## src/rtl/core/lzss4k_pkg.sv

```systemverilog
package lzss4k_pkg;

	localparam int WinSize = 4096;
	localparam int WinAw   = $clog2(WinSize);
	localparam int FillW   = WinAw + 1;

	localparam logic [WinAw-1:0] WriteStart = WinAw'(12'hFEE);
	localparam logic [4:0]       LenBias    = 5'd3;
	localparam logic [3:0]       FlagTokens = 4'd8;

	typedef logic [WinAw-1:0] win_addr_t;
	typedef logic [FillW-1:0] fill_cnt_t;

endpackage

```

## src/rtl/core/lzss4k_vchk.sv

```systemverilog
module lzss4k_vchk (
	input  lzss4k_pkg::win_addr_t addr,
	input  lzss4k_pkg::fill_cnt_t fill,
	output logic                  hit
);
	import lzss4k_pkg::*;

	win_addr_t offset;

	// writes run sequentially from the start position, so an entry holds data
	// iff its distance from the start is below the number of bytes written
	assign offset = addr - WriteStart;
	assign hit    = {1'b0, offset} < fill;

endmodule
```

## config.mk

```make
export PLATFORM = sky130hd
export DESIGN_NAME = lzss4k_vchk
export DESIGN_NICKNAME = d
export VERILOG_FILES = /design/src/rtl/core/lzss4k_pkg.sv /design/src/rtl/core/lzss4k_vchk.sv
export SDC_FILE = /design/constraint.sdc
export NUM_CORES = 1
export LEC_CHECK = 0
export ABC_AREA = 1
export BUFFER_PORTS_ARGS = -buffer_cell sky130_fd_sc_hd__buf_2
export CAP_MARGIN = 15
export CORE_AREA = 2 2 39 41
export DETAILED_ROUTE_END_ITERATION = 10
export DIE_AREA = 0 0 41 43
export MAX_ROUTING_LAYER = met4
export PLACE_DENSITY = 0.72
export SYNTH_ARGS = -nofsm -noshare
export SYNTH_HDL_FRONTEND = slang
export SYNTH_SLANG_ARGS = --single-unit
```

## constraint.sdc

```tcl
create_clock -name vclk -period 2.8
set_input_delay 0.7 -clock vclk [all_inputs]
set_output_delay 0.7 -clock vclk [all_outputs]
set_load 0.02 [all_outputs]
```

==> metrics.md <==
| Metric | Value |
|---|---|
| Endpoints failing setup | 1 |
| Util after Layout | 58.6% |
| Final hold vios | 0 |
| Post-synth top area share | 27.6% |
| Die X-Extent | 41 um |
| Final GP Congestion | 0.807 |
| Cell Chain, Critical Path | buf_8 > ha_4 > nand2_2 > nand2_2 > nand3_4 > o21ai_2 > nand2_1 > ha_1 > inv_2 > nor3_2 > nand2_1 > nor2_1 > nor2_1 > buf_4 |
| First-pass GRT wire length | 2260 um |
| Failing checks | setup timing |
| Slowest stage cell, crit path | ha_1 |
| Syn nets | 137 |
| Top cells by count, synth | nand2_1, inv_1, ha_1 |
| Most frequent cell after synthesis | nand2_1 |
| Mean Syn Cell Area | 5.44 um^2 |
| Yosys Warn Count | 0 |
| CP Buf/Inv Count | 3 |
| Max-cap violation count | 0 |
| Drt wl/cell | 8.45 um |
| Stages on the worst setup path | 14 |
| GRT Total Usage | 17.6% |
| Worst setup path endpoint | hit |
| Vias per inst | 4.45 |
| CP delay by family, top | simple AND/OR/NAND/NOR gates |
| Min Tclk post-route | 2.88 ns |
| Worst vdd ir | 0.0668 mV |
| Worst hold path type | in -> out |
| Core Area | 1380 um^2 |
| Register area | 0 um^2 |
| Cell taking the most area after synthesis | ha_1 |
| Initial Util | 39.3% |
| RSZ-0062 raised after global routing | yes |
| Num ports | 26 |
| ANT cells | 0 |
| Synth area leaders | ha_1, nand2_1, inv_1 |
| Worst setup margin | -0.0792 ns |
| Synth cell types | 14 |
| Total die area | 1760 um^2 |
| Routed Antenna Nets | 0 |
| WL final | 1270 um |
| Largest fanout on the critical path | 5 |
| Synthesized instance count | 100 |
| Post-route cell area | 811 um^2 |
| Worst setup path class | in -> out |
| Max Slew Vio Count | 0 |
| Post-DP HPWL | 1130 um |
| Mapped Area | 544 um^2 |
| Drc violations | 0 |
| CTS Hold Bufs | 0 |
| Clock buf count | 0 |
| DR vias | 667 |
| Grt ovf | 0 |
| CP required | 2.10 ns |
| Max Freq | 0.347 GHz |
| Vias in the first global route | 600 |
| CP max stage delay | 0.29 ns |
| Core Rows | 14 |
| PortBufs | 26 |
| Worst Setup SP | addr[2] |
| Worst Setup End Kind | primary output |
| Layout Nets | 173 |
| Worst Path Arrival | 2.18 ns |
| Outcome | complete, but fails checks |
| Pwr dens | 147 nW/um^2 |
| Layout cell share with drive strength beyond 1 | 34.3% |
| DR iter-0 viols | 6 |
| Startpoint types | primary input |
| Max-slew headroom | 85.4% |
| DR pass1 iterations | 4 |
| Worst hold start | fill[12] |
| Post-CTS setup repair buffer count | 0 |
| Tcrit/Tclk final | 103% |
| Die Ht | 43 um |
| Seq Cell Count | 0 |
| Initial antenna violation count | 0 |
| Worst-Margin Slew | 0.217 ns |
| Leak | 0.000515 uW |
| Sequential area share after synthesis | 0% |
| Pin count of the biggest net entering global routing | 6 |
| Area Overhead vs Synth | 49.0% |
| Area after DPL | 754 um^2 |
-- area by class of cell --
type | instances | area [um^2]
Tap cell | 16 | 20.0
Fill cell | 137 | 573
Multi-Input combinational cell | 74 | 477
Timing Repair Buffer | 34 | 216
Inverter | 26 | 97.6
-- logic make-up (layout without fill, tap and decap cells) --
group                      after synthesis  after routing  share of synthesized area (%)
adders and majority gates               12             12                           27.6
xor gates and xnor gates                 5              5                           8.05
and+or+nand+nor                         50             50                           40.0
buffers and inverters                   26             60                           17.9
AOI/OAI and AO/OA                        7              7                           6.44
-- where the power goes --
| group | internal [uW] | switching [uW] | leakage, uW |
|---|---|---|---|
| logic | 58.7 | 60.9 | 0.000515 |
| registers | 0 | 0 | 0 |
| clock network | 0 | 0 | 0 |
-- tightest hold or removal path, stage by stage --
cell	delay, ns
buf_2	0.11
nor3_2	0.05
nand2_1	0.05
nand2_1	0.04
nor2_1	0.08
buf_4	0.14
-- routing by layer --
metal / GRT usage (%) / vias to the layer above / share of wire, %
li1: - / 369 / -
met1: 20.9 / 291 / 42
met2: 32.5 / 7 / 56
met3: 0 / 0 / 1.9
met4: 1.33 / 0 / 0
met5: - / - / 0
-- placed cells by master (no fill, tap or decap) --
cell type | netlist | final
buf_6 | 0 | 1
buf_8 | 0 | 2
nor2_1 | 11 | 11
ha_1 | 12 | 11
nand3_4 | 1 | 1
a21oi_1 | 3 | 3
xor2_1 | 3 | 3
inv_1 | 25 | 24
buf_4 | 0 | 8
nand2_2 | 2 | 4
nand3_2 | 1 | 1
nand3_1 | 3 | 3
xnor2_1 | 2 | 2
buf_2 | 0 | 23
o21ai_2 | 0 | 2
ha_4 | 0 | 1
inv_2 | 1 | 2
o21ai_1 | 4 | 2
nand2_1 | 31 | 29
nor3_2 | 0 | 1
-- metrics by stage --
stage	setup WS [ns]	hold WS (ns)	total power, uW	instances	TNS, ns
floorplan	0.00419	1.66	63.6	100	0
global placement	-0.163	1.86	104	150	-0.163
detailed placement	-0.267	1.89	109	150	-0.267
CTS	-0.122	1.88	117	150	-0.122
global route	-0.197	1.93	138	150	-0.197
finish	-0.0792	1.87	120	150	-0.0792
-- timing repair --
action                                  4_1_cts  5_1_grt
resized for setup                            13        3
endpoints found under the setup margin        1        1
pin swaps                                    17        3
-- worst min path at each step --
stage	cells after the start	slack [ns]	end
finish	6	1.87	hit
global route	6	1.93	hit
CTS	6	1.88	hit
detailed placement	6	1.89	hit
global placement	6	1.86	hit
floorplan	4	1.66	hit
Note: power is estimated with default switching activity, not from simulation.
